$ cat src/sv/u8u16_pkg.sv
// Shared types and constants for the UTF-8 to UTF-16 decoder.
package u8u16_pkg;

  localparam int unsigned FifoDepth = 8;
  localparam int unsigned FifoAw    = $clog2(FifoDepth);
  localparam int unsigned MaxUnits  = 3;

  localparam logic [7:0]  LeadTwoLo   = 8'hC2;
  localparam logic [7:0]  LeadTwoHi   = 8'hDF;
  localparam logic [7:0]  LeadFourHi  = 8'hF4;
  localparam logic [20:0] MinThree    = 21'h000800;
  localparam logic [20:0] MinFour     = 21'h010000;
  localparam logic [20:0] MaxCode     = 21'h10FFFF;
  localparam logic [20:0] SurrLo      = 21'h00D800;
  localparam logic [20:0] SurrHi      = 21'h00DFFF;
  localparam logic [5:0]  HighSurrTag = 6'b110110;
  localparam logic [5:0]  LowSurrTag  = 6'b110111;

  typedef struct packed {
    logic [7:0] data_byte;
    logic       final_byte;
  } in_word_t;

  typedef struct packed {
    logic [15:0] code_unit;
    logic        invalid;
    logic        end_of_string;
  } out_word_t;

  typedef struct packed {
    logic [1:0]  pending;
    logic [1:0]  seq_len;
    logic [20:0] acc;
    logic        discarding;
  } seq_state_t;

  typedef struct packed {
    logic [1:0]                count;
    out_word_t [MaxUnits-1:0]  units;
  } step_res_t;

endpackage

$ cat src/sv/u8u16_step.sv
// Per-byte decode: sequence state update and the result words for one byte.
module u8u16_step (
  input  u8u16_pkg::seq_state_t st_i,
  input  u8u16_pkg::in_word_t   in_i,
  output u8u16_pkg::seq_state_t st_o,
  output u8u16_pkg::step_res_t  res_o
);
  import u8u16_pkg::*;

  logic [7:0]  b;
  logic        last;
  logic        bad;
  logic [1:0]  len;
  logic [1:0]  pend;
  logic [20:0] acc;
  logic [19:0] ofs;
  logic        range_bad;

  assign b    = in_i.data_byte;
  assign last = in_i.final_byte;
  assign ofs  = 20'(acc - MinFour);

  always_comb begin
    bad = 1'b0;
    len = st_i.seq_len;
    pend = st_i.pending;
    acc = st_i.acc;
    if (st_i.pending == 2'd0) begin
      if (b[7] == 1'b0) begin
        acc = {13'd0, b};
        len = 2'd0;
      end else if (b >= LeadTwoLo && b <= LeadTwoHi) begin
        acc = {16'd0, b[4:0]};
        len = 2'd1;
      end else if (b[7:4] == 4'hE) begin
        acc = {17'd0, b[3:0]};
        len = 2'd2;
      end else if (b[7:4] == 4'hF && b <= LeadFourHi) begin
        acc = {18'd0, b[2:0]};
        len = 2'd3;
      end else begin
        bad = 1'b1;
      end
      pend = len;
    end else begin
      bad  = (b[7:6] != 2'b10);
      acc  = {st_i.acc[14:0], b[5:0]};
      pend = st_i.pending - 2'd1;
    end
  end

  assign range_bad = (len == 2'd2 && acc < MinThree) ||
                     (len == 2'd3 && acc < MinFour) ||
                     (acc > MaxCode) ||
                     (acc >= SurrLo && acc <= SurrHi) ||
                     (acc == 21'd0);

  always_comb begin
    st_o  = st_i;
    res_o = '0;
    if (st_i.discarding) begin
      st_o.discarding = !last;
    end else if (bad || (pend != 2'd0 && last) || (pend == 2'd0 && range_bad)) begin
      st_o = '0;
      st_o.discarding = !last;
      res_o.count = 2'd1;
      res_o.units[0] = '{code_unit: 16'd0, invalid: 1'b1, end_of_string: 1'b1};
    end else if (pend != 2'd0) begin
      st_o.pending = pend;
      st_o.seq_len = len;
      st_o.acc     = acc;
    end else begin
      st_o = '0;
      if (acc[20:16] == 5'd0) begin
        res_o.units[0] = '{code_unit: acc[15:0], invalid: 1'b0, end_of_string: 1'b0};
        res_o.units[1] = '{code_unit: 16'd0, invalid: 1'b0, end_of_string: 1'b1};
        res_o.count    = last ? 2'd2 : 2'd1;
      end else begin
        res_o.units[0] = '{code_unit: {HighSurrTag, ofs[19:10]}, invalid: 1'b0,
                           end_of_string: 1'b0};
        res_o.units[1] = '{code_unit: {LowSurrTag, ofs[9:0]}, invalid: 1'b0,
                           end_of_string: 1'b0};
        res_o.units[2] = '{code_unit: 16'd0, invalid: 1'b0, end_of_string: 1'b1};
        res_o.count    = last ? 2'd3 : 2'd2;
      end
    end
  end

endmodule

$ cat src/sv/u8u16_fifo.sv
// Result queue: takes up to three words a cycle, gives one when popped.
module u8u16_fifo (
  input  logic                 clk_i,
  input  logic                 rst_ni,
  input  u8u16_pkg::step_res_t push_i,
  input  logic                 pop_i,
  output logic                 room_o,
  output logic                 valid_o,
  output u8u16_pkg::out_word_t head_o
);
  import u8u16_pkg::*;

  out_word_t         mem_q [FifoDepth];
  logic [FifoAw-1:0] rd_q, rd_d, wr_q, wr_d;
  logic [FifoAw:0]   cnt_q, cnt_d;
  logic              pop;

  assign valid_o = (cnt_q != '0);
  assign pop     = pop_i && valid_o;
  assign head_o  = mem_q[rd_q];
  assign room_o  = (cnt_q <= (FifoAw+1)'(FifoDepth - MaxUnits));

  assign wr_d  = wr_q + FifoAw'(push_i.count);
  assign rd_d  = rd_q + FifoAw'(pop);
  assign cnt_d = cnt_q + (FifoAw+1)'(push_i.count) - (FifoAw+1)'(pop);

  always_ff @(posedge clk_i) begin
    for (int k = 0; k < MaxUnits; k++) begin
      if (k < int'(push_i.count)) begin
        mem_q[wr_q + FifoAw'(k)] <= push_i.units[k];
      end
    end
  end

  always_ff @(posedge clk_i or negedge rst_ni) begin
    if (!rst_ni) begin
      rd_q  <= '0;
      wr_q  <= '0;
      cnt_q <= '0;
    end else begin
      rd_q  <= rd_d;
      wr_q  <= wr_d;
      cnt_q <= cnt_d;
    end
  end

endmodule

$ cat src/sv/utf8_to_utf16_validating_decoder_core.sv
// Top level of the validating UTF-8 to UTF-16 decoder.
// Input channel: one UTF-8 byte per word with a flag on the string's final byte.
// Output channel: one UTF-16 unit per word, with invalid and end_of_string flags.
// A valid string ends with a zero unit marked end_of_string. A malformed string
// gives one word marked invalid and end_of_string; bytes up to the final one
// are then dropped, and units already sent for that string must be discarded.
// A byte is held in the input register and its first word is then written to the
// queue, from which it is presented; a queue without room holds the byte back.
// Throughput: one byte per cycle; a byte gives up to three words (surrogate
// pair plus terminator), drained one per cycle through an eight-word queue.
// The input register advances only when the queue has room for three words,
// so the output rate of one word per cycle sets the sustained byte rate.
// Reset empties the queue and the input register and clears sequence state.
// A stall on the output holds the head word; the input stalls once the queue
// lacks room for three words.
module utf8_to_utf16_validating_decoder_core (
  input  logic                 clk_i,
  input  logic                 rst_ni,
  input  logic                 in_valid_i,
  output logic                 in_stall_o,
  input  u8u16_pkg::in_word_t  in_data_i,
  output logic                 out_valid_o,
  input  logic                 out_stall_i,
  output u8u16_pkg::out_word_t out_data_o
);
  import u8u16_pkg::*;

  in_word_t   s1_q;
  logic       s1_valid_q, s1_valid_d;
  seq_state_t st_q, st_d, st_nxt;
  step_res_t  res, push;
  logic       room, go, accept;

  assign go         = s1_valid_q && room;
  assign in_stall_o = s1_valid_q && !room;
  assign accept     = in_valid_i && !in_stall_o;
  assign s1_valid_d = accept || (s1_valid_q && !go);
  assign st_d       = go ? st_nxt : st_q;

  always_comb begin
    push = res;
    if (!go) begin
      push.count = 2'd0;
    end
  end

  u8u16_step u_step (
    .st_i  (st_q),
    .in_i  (s1_q),
    .st_o  (st_nxt),
    .res_o (res)
  );

  u8u16_fifo u_fifo (
    .clk_i   (clk_i),
    .rst_ni  (rst_ni),
    .push_i  (push),
    .pop_i   (!out_stall_i),
    .room_o  (room),
    .valid_o (out_valid_o),
    .head_o  (out_data_o)
  );

  always_ff @(posedge clk_i) begin
    if (accept) begin
      s1_q <= in_data_i;
    end
  end

  always_ff @(posedge clk_i or negedge rst_ni) begin
    if (!rst_ni) begin
      s1_valid_q <= 1'b0;
      st_q       <= '0;
    end else begin
      s1_valid_q <= s1_valid_d;
      st_q       <= st_d;
    end
  end

endmodule

$ cat config.mk
export PLATFORM = sky130hd
export DESIGN_NAME = utf8_to_utf16_validating_decoder_core
export DESIGN_NICKNAME = d
export VERILOG_FILES = /design/src/sv/u8u16_pkg.sv /design/src/sv/u8u16_step.sv /design/src/sv/u8u16_fifo.sv /design/src/sv/utf8_to_utf16_validating_decoder_core.sv
export SDC_FILE = /design/constraint.sdc
export NUM_CORES = 1
export LEC_CHECK = 0
export BUFFER_PORTS_ARGS = -buffer_cell sky130_fd_sc_hd__buf_2
export CORE_MARGIN = 2
export CORE_UTILIZATION = 55
export CTS_CLUSTER_SIZE = 12
export DETAILED_ROUTE_END_ITERATION = 7
export HOLD_SLACK_MARGIN = 0.1
export MAX_ROUTING_LAYER = met4
export PLACE_DENSITY = 0.7
export SYNTH_ARGS = -nofsm -noshare
export SYNTH_HDL_FRONTEND = slang
export SYNTH_SLANG_ARGS = --single-unit
$ cat constraint.sdc
create_clock -name clk_i -period 6.5 [get_ports clk_i]
set_clock_uncertainty 0.2 [all_clocks]
set_input_delay 1.3 -clock clk_i [delete_from_list [all_inputs] [get_ports clk_i]]
set_output_delay 1.3 -clock clk_i [all_outputs]
set_load 0.005 [all_outputs]
-- Yosys cells after proc, flatten, opt, wreduce, memory -nomap -nowiden
Memory sizes are Yosys's and may differ from the RTL's.
Index checks and enable logic that the tools add are counted.
- bits in writable memories: 144
- output and inout bits: 20
- ROM bits: 0
- memories kept: 1
- flip-flop bits (word level): 46
- logic and storage cells: 104
- bits in latches: 0
- memories (name ; words ; width ; read ports ; clocked after memory_dff ; wr ports ; RTL line ; source):
    u_fifo.mem_q ; 8 ; 18 ; 1 ; 0 ; 3 ; u8u16_fifo.sv:13 ; out_word_t mem_q [FifoDepth];
- shift-type cells: 0
- divide/modulo/power cells: 0
- multiplexer cells: 36
- bitwise operators: 1
- multiply operators: 0
- order comparisons: 12
- add/subtract/negate cells: 8
- equality and inequality tests: 5
- reduce and logical (&&, ||, !) cells: 31
- operators with widths (kind ; number):
    56-bit two-way mux ; 2
    21-bit two-way mux ; 5
    36-bit two-way mux ; 2
    26-bit two-way mux ; 1
    25-bit two-way mux ; 1
    21-bit by 16-bit greater-or-equal comparator with 1-bit output, second input constant ; 1
    21-bit > comparator, second input constant ; 1
    21-bit by 16-bit <= comparator with 1-bit output, second input constant ; 1
    21-bit zero test ; 1
    21-bit by 12-bit less-than comparator with 1-bit output, second input constant ; 1
    21-bit by 17-bit less-than comparator with 1-bit output, second input constant ; 1
    2-bit two-way mux ; 10
    20-bit by 17-bit subtractor with 20-bit output, second input constant ; 1
    18-bit two-way mux ; 1
    8-bit <= comparator, second input constant ; 2
    1-bit two-way mux ; 14
    1-bit logical AND ; 12
    4-bit equality test, second input constant ; 2
    8-bit greater-or-equal comparator, second input constant ; 1
    1-bit logical OR ; 7
    1-bit zero test ; 5
    5-bit zero test ; 1
    4-bit by 2-bit adder with 4-bit output ; 1
    2-bit equality test, second input constant ; 2
    other kinds (15) ; 17

-- Longest topological paths before layout
- depth in word-level cells: 21
- gate-level depth with buffers: 25
- mapped depth without buffers: 19

-- By module
Synthesis repeated with hierarchy kept, for this count alone.
- cells, all modules: 1458
- area, all modules: 13973.4 um^2
- by module, submodules not included (module ; sequential area each (um^2) ; cells each ; area each (um^2) ; times used):
    u8u16_fifo ; 4574.4 ; 1081 ; 10500.1 ; 1
    u8u16_step ; 0.0 ; 305 ; 2064.5 ; 1
    utf8_to_utf16_validating_decoder_core ; 945.9 ; 72 ; 1408.9 ; 1

-- Worst setup path before layout
OpenSTA, ideal clock, no wires.
- kind: register to register
- start point: register s1_q[5] (netlist name)
- end point: register u_fifo.cnt_q[3]
- setup slack: 1.057 ns
- data arrival time: 5.163 ns
- stages on the path, launching flop included: 24
- required time: 6.221 ns
- clock period less this slack: 5.443 ns
- path through: edfxtp_1 -> buf_6 -> or4_4 -> o21a_1 -> a21oi_2 -> clkbuf_1 -> a22oi_1 -> ha_1 -> nand2_1 -> o21bai_2 -> inv_2 -> buf_2 -> clkbuf_1 -> ha_1 -> nor3_1 -> clkbuf_1 -> buf_1 -> nand2_1 -> ha_1 -> inv_1 -> ha_1 -> a21o_1 -> a21oi_1 -> xor2_1
- longest elaborated chain between the ends: 20
- elaborated cells between the ends (all ways): 52
- those cells by class: 2 x add/sub; 8 x order compare; 4 x eq/ne; 21 x mux; 17 x reduce/logical
- RTL lines (what ; RTL line ; source):
    from (decl) ; utf8_to_utf16_validating_decoder_core.sv:28 ; in_word_t s1_q;
    from (signal assigned) ; utf8_to_utf16_validating_decoder_core.sv:66 ; s1_q <= in_data_i;
    8-bit <= comparator / 4-bit equality test (equally long branches) ; u8u16_step.sv:38 ; end else if (b[7:4] == 4'hF && b <= LeadFourHi) begin
    1-bit logical AND ; u8u16_step.sv:38 ;
    21-bit two-way mux / 2-bit two-way mux (equally long branches) ; u8u16_step.sv:38 ;
    21-bit two-way mux / 2-bit two-way mux (equally long branches) ; u8u16_step.sv:35 ; end else if (b[7:4] == 4'hE) begin
    21-bit two-way mux / 2-bit two-way mux (equally long branches) ; u8u16_step.sv:32 ; end else if (b >= LeadTwoLo && b <= LeadTwoHi) begin
    21-bit two-way mux / 2-bit two-way mux (equally long branches) ; u8u16_step.sv:29 ; if (b[7] == 1'b0) begin
    21-bit two-way mux / 2-bit two-way mux (equally long branches) ; u8u16_step.sv:28 ; if (st_i.pending == 2'd0) begin
    21-bit by 12-bit less-than comparator with 1-bit output (tied with other cells) ; u8u16_step.sv:52 ; assign range_bad = (len == 2'd2 && acc < MinThree) ||
    (+5 left out) ; -- ;
    1-bit logical AND ; u8u16_step.sv:63 ; end else if (bad || (pend != 2'd0 && last) || (pend == 2'd0 && range_bad)) begin
    1-bit logical OR ; u8u16_step.sv:63 ;
    2-bit two-way mux * ; u8u16_step.sv:63 ;
    56-bit two-way mux * ; u8u16_step.sv:61 ; if (st_i.discarding) begin
    2-bit two-way mux * ; utf8_to_utf16_validating_decoder_core.sv:42 ; if (!go) begin
    4-bit by 2-bit adder with 4-bit output * ; u8u16_fifo.sv:25 ; assign cnt_d = cnt_q + (FifoAw+1)'(push_i.count) - (FifoAw+1)'(pop);
    4-bit by 1-bit subtractor with 4-bit output * ; u8u16_fifo.sv:25 ;
    via u_fifo.cnt_d[3] ; u8u16_fifo.sv:15 ; logic [FifoAw:0] cnt_q, cnt_d;
    to (signal assigned) ; u8u16_fifo.sv:43 ; cnt_q <= cnt_d;
    to (decl) ; u8u16_fifo.sv:15 ;
Mark *: on every way through the listed nets, which the timed path passes. The rest lies on a longest branch.
A chain may end at the register's enable or synchronous reset.

==> flow_summary.yaml <==
global_routing:
  antenna_found_initial: 0
  grt_usage: 0.350
  grt_pass1_wl_mm: 53.0
  grt_pass1_vias: 9089
  gr-total-overflow: 0
  grt_start_max_net_pins: 38
floorplanning:
  coreArea_um2: 19300
  die_w_um: 144
  num_rows: 51
  initial_utilization: 0.559
  die_h_um: 144
  pin_count: 33
  design.die.area_um2: 20800
final_layout:
  fill_cells: 1667
  final_cell_count_no_fill: 1389
  final_area_um2: 11500
  final_cell_mix: "145 x nand2_1, 136 x dfxtp_1, 65 x nor2_1"
  final_nets: 1140
  final_core_util: 0.595
  area_growth_pct: 6.50
  antenna_cells: 0
  drive_above_1_share: 0.158
  ff_latch_area_um2: 4160
  final_common_cell: "nand2_1"
  multi_input_area_um2: 6080
worst_hold_path:
  hold_path_startpoint: "u_fifo.mem_q[7][5]$_SDFFE_PP0P_"
  hold_class: "register to register"
  holdPathStages: 2
  hold_path_end: "u_fifo.mem_q[7][5]$_SDFFE_PP0P_"
logic_synthesis:
  synth_seq_cells: 190
  avgSynthCellArea_um2: 9.42
  yosysSeqAreaShare: 0.385
  synthArstFlopShare: 0.195
  ys.flop_type: "dfxtp_1"
  ys_types: 93
  syn-num-nets: 1175
  synth_edf_count: 17
  yosysWarnings: 0
  netlist_instances: 1147
  netlist_area_um2: 10800
timing:
  rsz0062_at_grt: "no"
  timing.final.crit_share: 0.899
  finalHoldViolCount: 0
  worst_slew_margin_rel: 0.272
  setup_viol: 0
  post-route-min-period_ns: 5.84
  worst_pin_slew_ns: 1.08
  drv_slew: 0
  fin_tns_setup_ns: 0
  timing.fmax_mhz: 171
clock_network:
  cts_num_sinks: 190
  cts_tree: "built"
  hold_buffers: 0
  cts_resized: 0
  clockBufferDepth: 2
  insertion_delay_ns: 0.45
  cts_inserted_buffers: 17
  h-tree-depth: 4
  ctsRootBufferMaster: "clkbuf_16"
  clk_pin_slew_ns: 0.08
  postCtsSetupBuffers: 0
worst_setup_path:
  cp.depth: 16
  crit_path_cell_trace: "or4_4 -> o21a_1 -> a21oi_2 -> buf_4 -> a22oi_1 -> ha_1 -> nand2_1 -> o21bai_2 -> buf_4 -> inv_2 -> ha_1 -> or3_1 -> or4_1 -> nor2_1 -> nand2_1 -> o221ai_1"
  rr_startpoint: "s1_q[5]$_DFFE_PP_"
  cp.arrival_ns: 6.01
  critical_path.slowest_cell: "nor2_1"
  crit_fanout: 22
  crit_family: "simple AND/OR/NAND/NOR gates"
  critPathKind: "register to register"
  reg2reg_to: "u_fifo.mem_q[3][9]$_SDFFE_PP0P_"
  worst-r2r-cell-count: 16
  crit_required_ns: 6.67
  critPathMaxStageDelay_ns: 0.77
  worst_setup_path_start_kind: "register"
  worst-path-buf-inv: 3
  endpoint_kind: "register"
  rrSetupSlack_ns: 0.66
routing:
  drc: 0
  wl_mm: 34.5
  vias_per_cell: 7.01
  wl_per_cell_um: 24.9
  num_vias: 9735
  dr.pass1.iters: 6
  ant_nets: 0
  drt_iter0_drc: 1223
placement:
  gp_congestion: 1.05
  dp_hpwl_mm: 24.4
  portBuffers: 32
  dp.cells: 1358
  postPlaceCellArea_um2: 10900
power:
  vdd_drop_max_mv: 0.315
  power_frac_comb: 0.415
  power_density_nw_per_um2: 432
  p_int_w: 0.00292
  seqPwrFrac: 0.373
  p_total_w: 0.00497
  swShare: 0.412
  switchingPower_w: 0.00205
  p_leak_nw: 4.40
  clkPwrFrac: 0.212
outcome:
  status: "finished, final reports clean"
flow_run:
  drv_cap: 0
## worst min-delay path, delay by kind of cell, from the launching register on
family,cells,cell delay (ns)
and+or+nand+nor,1,0.05
DFF,1,0.31
AOI/OAI and AO/OA,1,0.05
## cell type report
| type | count | share of cell area |
|---|---|---|
| clock buffers | 17 | 0.0370 |
| clock inverters | 14 | 0.0132 |
| inverters | 25 | 0.00816 |
| multi-input cells | 833 | 0.529 |
| flip-flops and latches | 190 | 0.362 |
| well taps | 265 | 0.0288 |
| repair buffers | 45 | 0.0224 |
## routing by layer
metal  GRT usage  vias up  routed length [µm]
met4       0.157        0                1500
met2       0.523      646               15600
met5           -        -                   0
met3      0.0685      117                3520
met1       0.465     4659               13900
li1            -     4313                   -
## synthesized netlist by cell type (7+ instances only)
cell	count	area share
inv_1	24	0.0083
edfxtp_1	17	0.047
a21o_1	12	0.0083
and3_1	9	0.0052
o211a_1	9	0.0083
o2bb2ai_1	7	0.0057
o2111a_1	14	0.015
a211o_1	8	0.0065
a22o_1	9	0.0073
o22ai_1	11	0.0064
nand3_1	59	0.027
or3_1	15	0.0087
mux2_2	19	0.020
a221o_1	8	0.0074
nor3_1	32	0.015
buf_4	9	0.0063
a21oi_1	50	0.023
a22oi_1	19	0.013
clkbuf_1	57	0.020
nand2b_1	7	0.0041
o31a_1	9	0.0073
o21a_1	9	0.0063
a221oi_1	13	0.011
nand4_1	24	0.014
o211ai_1	16	0.011
a211oi_1	7	0.0049
buf_2	20	0.0093
dfxtp_1	136	0.25
nor4_1	7	0.0041
nand2_1	145	0.050
o22a_1	10	0.0081
o21ai_1	18	0.0083
mux2i_1	13	0.012
mux4_2	36	0.075
ha_1	13	0.015
a32o_1	10	0.0093
nor2_1	65	0.023
dfrtp_1	37	0.086
o21ai_0	31	0.014
## logic make-up after synthesis
family	count (synthesis)	synth area share
and+or+nand+nor	408	0.190
AOI/OAI and AO/OA	334	0.239
DFF	190	0.385
buffers and inverters	124	0.0528
muxes	68	0.107
adders and majority gates	15	0.0188
xor gates and xnor gates	8	0.00649
## flip-flops by register name (all words and copies together), names as in the netlist
register and count:
u_fifo.mem_q 144, s1_q 9, s1_valid_q 1, u_fifo.wr_q 3
st_q 26, u_fifo.cnt_q 4, u_fifo.rd_q 3
## power by group through the flow
stage          logic [W]  registers, W  clock network [W]
6_report         0.00206       0.00185            0.00105
5_1_grt          0.00223       0.00189            0.00111
3_5_place_dp     0.00202       0.00187                  0
3_3_place_gp     0.00199       0.00186                  0
2_1_floorplan    0.00168       0.00166                  0
4_1_cts          0.00203       0.00184            0.00106
## stage by stage
step           hold WS (ns)  setup slack, ns
4_1_cts               0.254            0.774
3_3_place_gp          0.231            0.982
2_1_floorplan         0.221             1.06
5_1_grt               0.274            0.412
6_report              0.254            0.658
3_5_place_dp          0.244            0.814
## how the worst max path moves through the flow
stage	from	to
finish	s1_q[5]$_DFFE_PP_	u_fifo.mem_q[3][9]$_SDFFE_PP0P_
global placement	s1_q[5]$_DFFE_PP_	u_fifo.mem_q[3][9]$_SDFFE_PP0P_
CTS	s1_q[3]$_DFFE_PP_	u_fifo.mem_q[2][8]$_SDFFE_PP0P_
floorplan	s1_q[5]$_DFFE_PP_	u_fifo.cnt_q[3]$_DFF_PN0_
global route	s1_q[5]$_DFFE_PP_	u_fifo.mem_q[3][9]$_SDFFE_PP0P_
detailed placement	s1_q[3]$_DFFE_PP_	u_fifo.mem_q[2][12]$_SDFFE_PP0P_
No activity file was read; power rests on OpenSTA's default activity.
